$ cat src/y2r_pkg.sv
// y2r_pkg: types, fixed-point constants and helper functions for the
// yuyv pair to rgb565 converter; no dependencies
package y2r_pkg;

   typedef enum logic [1:0] {
      CHAN_ALL   = 2'd0,
      CHAN_RED   = 2'd1,
      CHAN_GREEN = 2'd2,
      CHAN_BLUE  = 2'd3
   } chan_sel_type;

   localparam int FRAC_BITS = 12;
   localparam int PROD_W    = 22;
   localparam int SUM_W     = 23;

   // bt.601 coefficients, signed q12
   localparam logic signed [PROD_W-1:0] K_B_U = PROD_W'(7258);
   localparam logic signed [PROD_W-1:0] K_G_U = PROD_W'(1409);
   localparam logic signed [PROD_W-1:0] K_G_V = PROD_W'(2925);
   localparam logic signed [PROD_W-1:0] K_R_V = PROD_W'(5743);

   localparam logic [15:0] MASK_ALL   = 16'hffff;
   localparam logic [15:0] MASK_RED   = 16'hf800;
   localparam logic [15:0] MASK_GREEN = 16'h07e0;
   localparam logic [15:0] MASK_BLUE  = 16'h001f;

   // chroma byte cut to 5 bits, re-expanded and centered
   function automatic logic signed [PROD_W-1:0] chroma_offset(input logic [4:0] c5);
      logic signed [8:0] d;
      d = $signed({1'b0, c5, 3'b000}) - 9'sd128;
      return PROD_W'(d);
   endfunction

   // luma in q12: y6 * 4 * 4096
   function automatic logic signed [SUM_W-1:0] luma_q12(input logic [5:0] y6);
      return $signed(SUM_W'({y6, 14'b0}));
   endfunction

   // floor a q12 sum and clamp to 0..255
   function automatic logic [7:0] q12_to_byte(input logic signed [SUM_W-1:0] q);
      logic [7:0] res;
      if (q[SUM_W-1]) begin
         res = 8'd0;
      end else if (q[SUM_W-2:FRAC_BITS+8] != '0) begin
         res = 8'hff;
      end else begin
         res = q[FRAC_BITS+7:FRAC_BITS];
      end
      return res;
   endfunction

   function automatic logic [15:0] pack565(input logic [7:0] r, input logic [7:0] g,
                                           input logic [7:0] b);
      return {r[7:3], g[7:2], b[7:3]};
   endfunction

   function automatic logic [15:0] chan_mask(input chan_sel_type sel);
      logic [15:0] m;
      case (sel)
         CHAN_ALL:   m = MASK_ALL;
         CHAN_RED:   m = MASK_RED;
         CHAN_GREEN: m = MASK_GREEN;
         CHAN_BLUE:  m = MASK_BLUE;
         default:    m = MASK_ALL;
      endcase
      return m;
   endfunction

endpackage

$ cat src/yuv422_to_rgb565_masked.sv
// yuv422_to_rgb565_masked: four-stage pipelined yuyv pair to rgb565 converter
// with a channel mask; depends on y2r_pkg
//
// One yuyv pixel pair (two 16-bit camera words, Y high byte, U or V low byte)
// enters per clock while req_stall is low and leaves as two masked rgb565 words.
// The pipeline is quantize, chroma multiply, sum/floor/clamp, pack/mask; each
// stage holds its item while the next is full, so a stall on rsp only stops
// the stages behind a full one and bubbles are squeezed out. Throughput is one
// pair per cycle while rsp is not stalled. The channel select register is
// written through the csr port (always ready) and should change only while no
// item is in flight.
module yuv422_to_rgb565_masked (
   input  logic        clock,
   input  logic        reset,
   input  logic        req_valid,
   output logic        req_stall,
   input  logic [15:0] req_pixel_first,
   input  logic [15:0] req_pixel_second,
   output logic        rsp_valid,
   input  logic        rsp_stall,
   output logic [15:0] rsp_rgb_first,
   output logic [15:0] rsp_rgb_second,
   input  logic        csr_valid,
   output logic        csr_ready,
   input  logic [1:0]  csr_channel_select
);
   import y2r_pkg::*;

   chan_sel_type channel_select_ff, channel_select_in;

   logic rdy1, rdy2, rdy3, rdy4;

   // stage 1: quantized fields
   logic       s1_valid_ff, s1_valid_in;
   logic [5:0] s1_y0_ff, s1_y1_ff;
   logic [4:0] s1_u_ff, s1_v_ff;

   // stage 2: chroma products
   logic                     s2_valid_ff, s2_valid_in;
   logic [5:0]               s2_y0_ff, s2_y1_ff;
   logic signed [PROD_W-1:0] s2_pb_ff, s2_pgu_ff, s2_pgv_ff, s2_pr_ff;
   logic signed [PROD_W-1:0] s2_pb_in, s2_pgu_in, s2_pgv_in, s2_pr_in;

   // stage 3: clamped bytes
   logic       s3_valid_ff, s3_valid_in;
   logic [7:0] s3_r0_ff, s3_g0_ff, s3_b0_ff, s3_r1_ff, s3_g1_ff, s3_b1_ff;
   logic [7:0] s3_r0_in, s3_g0_in, s3_b0_in, s3_r1_in, s3_g1_in, s3_b1_in;

   // stage 4: output register
   logic        rsp_valid_ff, rsp_valid_in;
   logic [15:0] rsp_rgb_first_ff, rsp_rgb_second_ff;

   assign rdy4      = !rsp_valid_ff || !rsp_stall;
   assign rdy3      = !s3_valid_ff || rdy4;
   assign rdy2      = !s2_valid_ff || rdy3;
   assign rdy1      = !s1_valid_ff || rdy2;
   assign req_stall = !rdy1;
   assign csr_ready = 1'b1;

   assign channel_select_in = csr_valid ? chan_sel_type'(csr_channel_select)
                                        : channel_select_ff;

   assign s1_valid_in  = rdy1 ? req_valid : s1_valid_ff;
   assign s2_valid_in  = rdy2 ? s1_valid_ff : s2_valid_ff;
   assign s3_valid_in  = rdy3 ? s2_valid_ff : s3_valid_ff;
   assign rsp_valid_in = rdy4 ? s3_valid_ff : rsp_valid_ff;

   always_comb begin
      s2_pb_in  = chroma_offset(s1_u_ff) * K_B_U;
      s2_pgu_in = chroma_offset(s1_u_ff) * K_G_U;
      s2_pgv_in = chroma_offset(s1_v_ff) * K_G_V;
      s2_pr_in  = chroma_offset(s1_v_ff) * K_R_V;
   end

   always_comb begin
      s3_b0_in = q12_to_byte(luma_q12(s2_y0_ff) + SUM_W'(s2_pb_ff));
      s3_g0_in = q12_to_byte(luma_q12(s2_y0_ff) - SUM_W'(s2_pgu_ff) - SUM_W'(s2_pgv_ff));
      s3_r0_in = q12_to_byte(luma_q12(s2_y0_ff) + SUM_W'(s2_pr_ff));
      s3_b1_in = q12_to_byte(luma_q12(s2_y1_ff) + SUM_W'(s2_pb_ff));
      s3_g1_in = q12_to_byte(luma_q12(s2_y1_ff) - SUM_W'(s2_pgu_ff) - SUM_W'(s2_pgv_ff));
      s3_r1_in = q12_to_byte(luma_q12(s2_y1_ff) + SUM_W'(s2_pr_ff));
   end

   always_ff @(posedge clock) begin
      if (reset) begin
         channel_select_ff <= CHAN_ALL;
         s1_valid_ff       <= 1'b0;
         s2_valid_ff       <= 1'b0;
         s3_valid_ff       <= 1'b0;
         rsp_valid_ff      <= 1'b0;
      end else begin
         channel_select_ff <= channel_select_in;
         s1_valid_ff       <= s1_valid_in;
         s2_valid_ff       <= s2_valid_in;
         s3_valid_ff       <= s3_valid_in;
         rsp_valid_ff      <= rsp_valid_in;
      end
   end

   always_ff @(posedge clock) begin
      if (rdy1 && req_valid) begin
         s1_y0_ff <= req_pixel_first[15:10];
         s1_y1_ff <= req_pixel_second[15:10];
         s1_u_ff  <= req_pixel_first[7:3];
         s1_v_ff  <= req_pixel_second[7:3];
      end
      if (rdy2 && s1_valid_ff) begin
         s2_y0_ff  <= s1_y0_ff;
         s2_y1_ff  <= s1_y1_ff;
         s2_pb_ff  <= s2_pb_in;
         s2_pgu_ff <= s2_pgu_in;
         s2_pgv_ff <= s2_pgv_in;
         s2_pr_ff  <= s2_pr_in;
      end
      if (rdy3 && s2_valid_ff) begin
         s3_r0_ff <= s3_r0_in;
         s3_g0_ff <= s3_g0_in;
         s3_b0_ff <= s3_b0_in;
         s3_r1_ff <= s3_r1_in;
         s3_g1_ff <= s3_g1_in;
         s3_b1_ff <= s3_b1_in;
      end
      if (rdy4 && s3_valid_ff) begin
         rsp_rgb_first_ff  <= pack565(s3_r0_ff, s3_g0_ff, s3_b0_ff)
                              & chan_mask(channel_select_ff);
         rsp_rgb_second_ff <= pack565(s3_r1_ff, s3_g1_ff, s3_b1_ff)
                              & chan_mask(channel_select_ff);
      end
   end

   assign rsp_valid      = rsp_valid_ff;
   assign rsp_rgb_first  = rsp_rgb_first_ff;
   assign rsp_rgb_second = rsp_rgb_second_ff;

   // an accepted item always lands in stage 1
   a_req_enters: assert property (@(posedge clock) disable iff (reset)
      req_valid && !req_stall |=> s1_valid_ff)
      else $error("accepted item missing from stage 1");

   // a full stage 3 behind a stalled output keeps its item
   a_s3_holds: assert property (@(posedge clock) disable iff (reset)
      s3_valid_ff && rsp_valid_ff && rsp_stall |=> s3_valid_ff && $stable(s3_r0_ff)
         && $stable(s3_g1_ff))
      else $error("stage 3 item lost under stall");

   // a result appears only when stage 3 held an item
   a_rsp_source: assert property (@(posedge clock) disable iff (reset)
      $rose(rsp_valid_ff) |-> $past(s3_valid_ff))
      else $error("result without a source item");

endmodule

$ cat config.mk
export PLATFORM = sky130hd
export DESIGN_NAME = yuv422_to_rgb565_masked
export DESIGN_NICKNAME = d
export VERILOG_FILES = /design/src/y2r_pkg.sv /design/src/yuv422_to_rgb565_masked.sv
export SDC_FILE = /design/constraint.sdc
export NUM_CORES = 1
export LEC_CHECK = 0
export ABC_AREA = 1
export BUFFER_PORTS_ARGS = -buffer_cell sky130_fd_sc_hd__buf_2
export CORE_UTILIZATION = 55
export CTS_CLUSTER_SIZE = 25
export DETAILED_ROUTE_END_ITERATION = 8
export PLACE_DENSITY = 0.82
export SLEW_MARGIN = 20
export SYNTH_ARGS = -nofsm -noshare
export SYNTH_HDL_FRONTEND = slang
export SYNTH_SLANG_ARGS = --single-unit
$ cat constraint.sdc
create_clock -name clock -period 8.8 [get_ports clock]
set_input_delay 0.44 -clock clock [delete_from_list [all_inputs] [get_ports clock]]
set_output_delay 0.44 -clock clock [all_outputs]
set_load 0.1 [all_outputs]
---- After elaboration in Yosys (flattened, before gate mapping) ----
Cells that the tools add are included.
word-level totals
  flip-flop bits (word level) ............. 206
  output and inout port bits .............. 35
  word-level logic and storage cells ...... 71
  input bits .............................. 39
operators by class
  bitwise gates (word level) .............. 2
  muxes and demuxes ....................... 8
  reduce and logical (&&, ||, !) cells .... 21
  equal/unequal tests ..................... 3
  multiply operators ...................... 4
  add/subtract/negate cells ............... 10
operators with widths
  cell                                                                   number
  21-bit by 22-bit adder with 23-bit output                              4
  16-bit case mux with 4 select lines                                    1
  8-bit 2-to-1 mux                                                       6
  22-bit by 22-bit subtractor with 23-bit output                         2
  21-bit by 21-bit subtractor with 22-bit output                         2
  16-bit bitwise AND                                                     2
  9-bit by 13-bit multiplier with 22-bit output, second input constant   1
  9-bit by 14-bit multiplier with 22-bit output, second input constant   1
  9-bit by 12-bit multiplier with 21-bit output, second input constant   1
  9-bit by 13-bit multiplier with 21-bit output, second input constant   1
  8-bit by 8-bit subtractor with 9-bit output, second input constant     2
  16-bit 2-to-1 mux                                                      1
  2-bit nonzero test                                                     6
  1-bit logical NOT                                                      6
  2-bit equality test, second input constant                             2
  1-bit logical AND                                                      4
  1-bit logical OR                                                       4
  2-bit by 1-bit equality test with 1-bit output, second input constant  1
  2-bit logical NOT                                                      1

---- Logic depth before layout (Yosys ltp) ----
  word-level depth ........................ 6
  gate-level depth with buffers ........... 20
  depth with buffers taken out ............ 20

---- Worst setup path before layout ----
OpenSTA, ideal clock, no wires.
  kind .................................... register -> register
  start ................................... reg rsp_valid_ff, in the netlist rsp_valid
  end ..................................... reg s2_pb_ff[14], enable pin
  buffers on the path ..................... 0
  data required time ...................... 8.315 ns
  stages on the path, launching flop included .. 6
  arrival ................................. 3.664 ns
  period minus slack after synthesis ...... 4.149 ns
  slack ................................... 4.651 ns
  setup time .............................. 0.485 ns
  cell sequence ........................... dfxtp_1 -> nand2_1 -> nor2_1 -> inv_1 -> nor2_1 -> nor2_1
on the way
  word-level cells in the longest chain between the ends .. 5
ends and longest elaborated chain
  item                    RTL line                        text
  start, declared         yuv422_to_rgb565_masked.sv:50   logic rsp_valid_ff, rsp_valid_in;
  start signal, assigned  yuv422_to_rgb565_masked.sv:96   rsp_valid_ff <= rsp_valid_in;
  1-bit logical NOT       yuv422_to_rgb565_masked.sv:53   assign rdy4 = !rsp_valid_ff || !rsp_stall;
  1-bit logical OR        yuv422_to_rgb565_masked.sv:53
  1-bit logical OR        yuv422_to_rgb565_masked.sv:54   assign rdy3 = !s3_valid_ff || rdy4;
  1-bit logical OR        yuv422_to_rgb565_masked.sv:55   assign rdy2 = !s2_valid_ff || rdy3;
  1-bit logical AND       yuv422_to_rgb565_masked.sv:107  if (rdy2 && s1_valid_ff) begin
  end signal, assigned    yuv422_to_rgb565_masked.sv:110  s2_pb_ff <= s2_pb_in;
  end, declared           yuv422_to_rgb565_masked.sv:41   logic signed [PROD_W-1:0] s2_pb_ff, s2_pgu_ff, s2_pgv_ff, s2_pr_ff;
No other way between the ends.
A chain may end at the register's enable or synchronous reset.

---- Final worst setup path ----
  start ................................... reg s1_v_ff[2]
  end ..................................... reg s2_pgv_ff[19], data pin
on the way
  word-level cells in the longest chain between the ends .. 2
ends and longest elaborated chain
  item                                           RTL line                        text
  start, declared                                yuv422_to_rgb565_masked.sv:36   logic [4:0] s1_u_ff, s1_v_ff;
  start signal, assigned                         yuv422_to_rgb565_masked.sv:105  s1_v_ff <= req_pixel_second[7:3];
  8-bit by 8-bit subtractor with 9-bit output    y2r_pkg.sv:30                   d = $signed({1'b0, c5, 3'b000}) - 9'sd128;
  9-bit by 13-bit multiplier with 22-bit output  yuv422_to_rgb565_masked.sv:71   s2_pgv_in = chroma_offset(s1_v_ff) * K_G_V;
  net s2_pgv_in[19]                              yuv422_to_rgb565_masked.sv:42   logic signed [PROD_W-1:0] s2_pb_in, s2_pgu_in, s2_pgv_in, s2_pr_in;
  end signal, assigned                           yuv422_to_rgb565_masked.sv:112  s2_pgv_ff <= s2_pgv_in;
  end, declared                                  yuv422_to_rgb565_masked.sv:41
The timed path passes the listed nets, and every way through them passes these cells.

==> flow_metrics.env <==
export IMPL_routed_via_density=5.323
export IMPL_worstPathMaxFanout=6
export IMPL_path_buf_inv=5
export IMPL_setup_worst_path_end_class="flop"
export IMPL_crit_required_ns=8.99
export IMPL_clock_power_share=0.246
export IMPL_ant_nets=0
export IMPL_grt_pass1_wl_um=43080
export IMPL_dieArea_sq_mm=0.02376
export IMPL_rr_startpoint="s1_v_ff[2]"
export IMPL_cts_reportedPaths_clkPinSlew_ns=0.07
export IMPL_cts_buffers=17
export IMPL_portBuffers=62
export IMPL_finalCriticalPeriod_ns=4.573
export IMPL_yosysMostFrequentCell="inv_1"
export IMPL_critical_path_depth=17
export IMPL_worstPathCellList="ha_1 > ha_1 > inv_1 > fa_1 > inv_1 > ha_1 > inv_1 > fa_1 > inv_1 > ha_1 > inv_1 > fa_1 > nor3_1 > nor2_1 > o21ai_0 > a21oi_1 > xor2_1"
export IMPL_p_total_mw=3.065
export IMPL_layout_drive_gt1_share=0.08868
export IMPL_htreeDepth=4
export IMPL_utilization=0.6201
export IMPL_area_growth_pct=10.27
export IMPL_setup_violations=0
export IMPL_cts_sinks=155
export IMPL_max_cap_violations=0
export IMPL_std_cell_rows=55
export IMPL_peakVddDrop_mv=0.1371
export IMPL_setup_tns_ns=0
export IMPL_reg2reg_slack_ns=4.23
export IMPL_synth_edf_count=149
export IMPL_fillers=1790
export IMPL_routed_wl_um=25700
export IMPL_postCtsSetupBuffers=0
export IMPL_switching_power_mw=1.248
export IMPL_crit_path_start_kind="flop"
export IMPL_cts_root_buf="clkbuf_16"
export IMPL_avgSynthCellArea_sq_um=9.280
export IMPL_die_x_um=154.2
export IMPL_synth_warnings=0
export IMPL_ys_ff_latch=155
export IMPL_startpoint="s1_v_ff[2]"
export IMPL_drc=0
export IMPL_critPathTopFamily="adder cells"
export IMPL_setup_worst_path_end="s2_pgv_ff[19]"
export IMPL_antenna_cells=0
export IMPL_synthFlopType="edfxtp_1"
export IMPL_cpMaxStageDelayCell="fa_1"
export IMPL_yosysTopAreaCellShare=0.3514
export IMPL_dr_pass1_iters=5
export IMPL_grt_pass1_vias=9141
export IMPL_arrival_ns=4.76
export IMPL_synth_top_cell_by_area="edfxtp_1"
export IMPL_switching_share=0.4071
export IMPL_synth_nets=1678
export IMPL_skew_ns=0.01120
export IMPL_outcome="completed"
export IMPL_path_class="flop to flop"
export IMPL_finalHoldViolCount=0
export IMPL_ios=74
export IMPL_slew_headroom=0.2811
export IMPL_pwr_share_comb=0.445
export IMPL_die_y_um=154.2
export IMPL_grt_start_max_net_pins=64
export IMPL_fin_crit_sh=0.5197
export IMPL_syn_area_sq_mm=0.01273
export IMPL_slowest_delay_ns=0.54
export IMPL_synth_top_cells_by_count="inv_1 (292), nand2_1 (229), ha_1 (220)"
export IMPL_gp_congestion=0.9571
export IMPL_grt_usage=0.2304
export IMPL_synth_cell_types=46
export IMPL_regArea_sq_mm=0.004594
export IMPL_fp_coreArea_sq_mm=0.02264
export IMPL_insertion_delay_ns=0.44
export IMPL_cts_hold_fix_buffers=0
export IMPL_min_path_type="primary input to flop"
export IMPL_fmax_mhz=218.7
export IMPL_rsz0062_at_grt="no"
export IMPL_seqPwrFrac=0.309
export IMPL_vias=9320
export IMPL_cts_tree="done"
export IMPL_worst_slew_pin_slew_ns=1.077
export IMPL_ctsResizeCount=0
export IMPL_power_density_mw_per_mm2=218.3
export IMPL_cp_common_cell="inv_1"
export IMPL_wl_per_cell_um=14.68
export IMPL_grt_antenna_before_repair=0
export IMPL_syn_instance_count=1372
export IMPL_p_leak_nw=7.182
export IMPL_grt_overflow_total=0
export IMPL_multi_input_area_sq_mm=0.007022
export IMPL_final_nets=1759
export IMPL_hpwl_um=20360
export IMPL_initial_core_util=0.5624
export IMPL_reg2reg_depth=17
export IMPL_clockBufferDepth=2
export IMPL_synthTopCellsByArea="edfxtp_1 (35%), ha_1 (22%), inv_1 (8.6%)"
export IMPL_regToRegEndpoint="s2_pgv_ff[19]"
export IMPL_ys_seq_area_frac=0.3608
export IMPL_maxSlewViolCount=0
export IMPL_synthArstFlopShare=0
export IMPL_p_int_mw=1.818
export IMPL_drtIter0Drc=487
==> cells by family after synthesis <==
logic type	share of synthesized area
simple gates	0.1440
buf+inv	0.08874
fa+ha+maj	0.2901
compound gates	0.07488
flops	0.3608
xor+xnor	0.04118
other cells	0.0002945
==> power groups by stage <==
| stage | combinational [mW] | clock, mW | sequential (mW) |
|---|---|---|---|
| after CTS | 1.35 | 0.765 | 0.947 |
| after global placement | 1.28 | 0 | 0.960 |
| after floorplan | 0.994 | 0 | 0.972 |
| final | 1.36 | 0.755 | 0.947 |
| after global routing | 1.55 | 0.799 | 0.951 |
| after detailed placement | 1.32 | 0 | 0.963 |
==> cell type report <==
cell class	count	area share
Multi-Input combinational cell	917	0.5001
Clock inverter	15	0.01381
Clock buffer	17	0.03030
Timing Repair Buffer	65	0.02371
Tap cell	285	0.02540
Sequential cell	155	0.3272
Inverter	297	0.07940
==> state kept, by name, indices dropped and copies added (netlist names), 2 cells and up <==
name,cells
rsp_rgb_second,16
s2_pr_ff,8
s1_y1_ff,6
channel_select_ff,2
s2_y1_ff,6
s1_u_ff,5
rsp_rgb_first,16
s2_pgv_ff,19
s3_b0_ff,5
s1_y0_ff,6
s3_g0_ff,6
s1_v_ff,5
s2_pb_ff,8
s3_b1_ff,5
s3_g1_ff,6
s2_y0_ff,6
s2_pgu_ff,16
s3_r0_ff,5
s3_r1_ff,5
==> metrics by stage <==
| step | cells | instance area (sq um) | hold WS [ns] | worst slack [ns] |
|---|---|---|---|---|
| 2_1_floorplan | 1372 | 12730 | 0.4003 | 4.651 |
| 3_3_place_gp | 1719 | 13420 | 0.4034 | 4.451 |
| 3_5_place_dp | 1719 | 13420 | 0.4045 | 4.343 |
| 4_1_cts | 1751 | 14040 | 0.1600 | 4.272 |
| 5_1_grt | 1751 | 14040 | 0.1536 | 4.002 |
| 6_report | 1751 | 14040 | 0.1705 | 4.227 |
==> layer usage <==
| layer | vias to the layer above | global-route usage | share of wire |
|---|---|---|---|
| met3 | 67 | 0.03946 | 0.042 |
| met5 | - | 0 | 0 |
| met4 | 0 | 0.09429 | 0.030 |
| met2 | 274 | 0.3965 | 0.49 |
| li1 | 4684 | - | - |
| met1 | 4295 | 0.2868 | 0.44 |
==> cells in the final DEF (no fill, tap or decap), drive strengths merged, types with 18 or more instances in the layout <==
cell | Yosys | routed
inv | 297 | 304
nand2 | 235 | 235
ha | 220 | 220
edfxtp | 149 | 149
nor2 | 90 | 90
a21oi | 81 | 81
buf | 1 | 65
nand3 | 62 | 62
fa | 47 | 47
o21ai | 41 | 41
xor2 | 34 | 34
xnor2 | 25 | 25
nand4 | 18 | 18
==> worst register-to-register path, stage by stage (launching register included) <==
cell and delay, ns:
edfxtp_1 0.52, ha_1 0.43, ha_1 0.35, inv_1 0.07
fa_1 0.54, inv_1 0.05, ha_1 0.29, inv_1 0.06
fa_1 0.39, inv_1 0.07, ha_1 0.13, inv_1 0.07
fa_1 0.45, nor3_1 0.23, nor2_1 0.10, o21ai_0 0.29
a21oi_1 0.13, xor2_1 0.15
==> how the worst min path moves through the flow <==
stage | startpoint | end | slack (ns) | cells after the start
floorplan | s1_y0_ff[0] | s2_y0_ff[0] | 0.40 | 0
global placement | s1_y1_ff[1] | s2_y1_ff[1] | 0.40 | 0
detailed placement | s1_y1_ff[1] | s2_y1_ff[1] | 0.40 | 0
CTS | req_pixel_first[14] | s1_y0_ff[4] | 0.16 | 1
global route | req_pixel_first[14] | s1_y0_ff[4] | 0.15 | 1
finish | req_pixel_second[14] | s1_y1_ff[4] | 0.17 | 1
(Power assumes the default switching activity.)
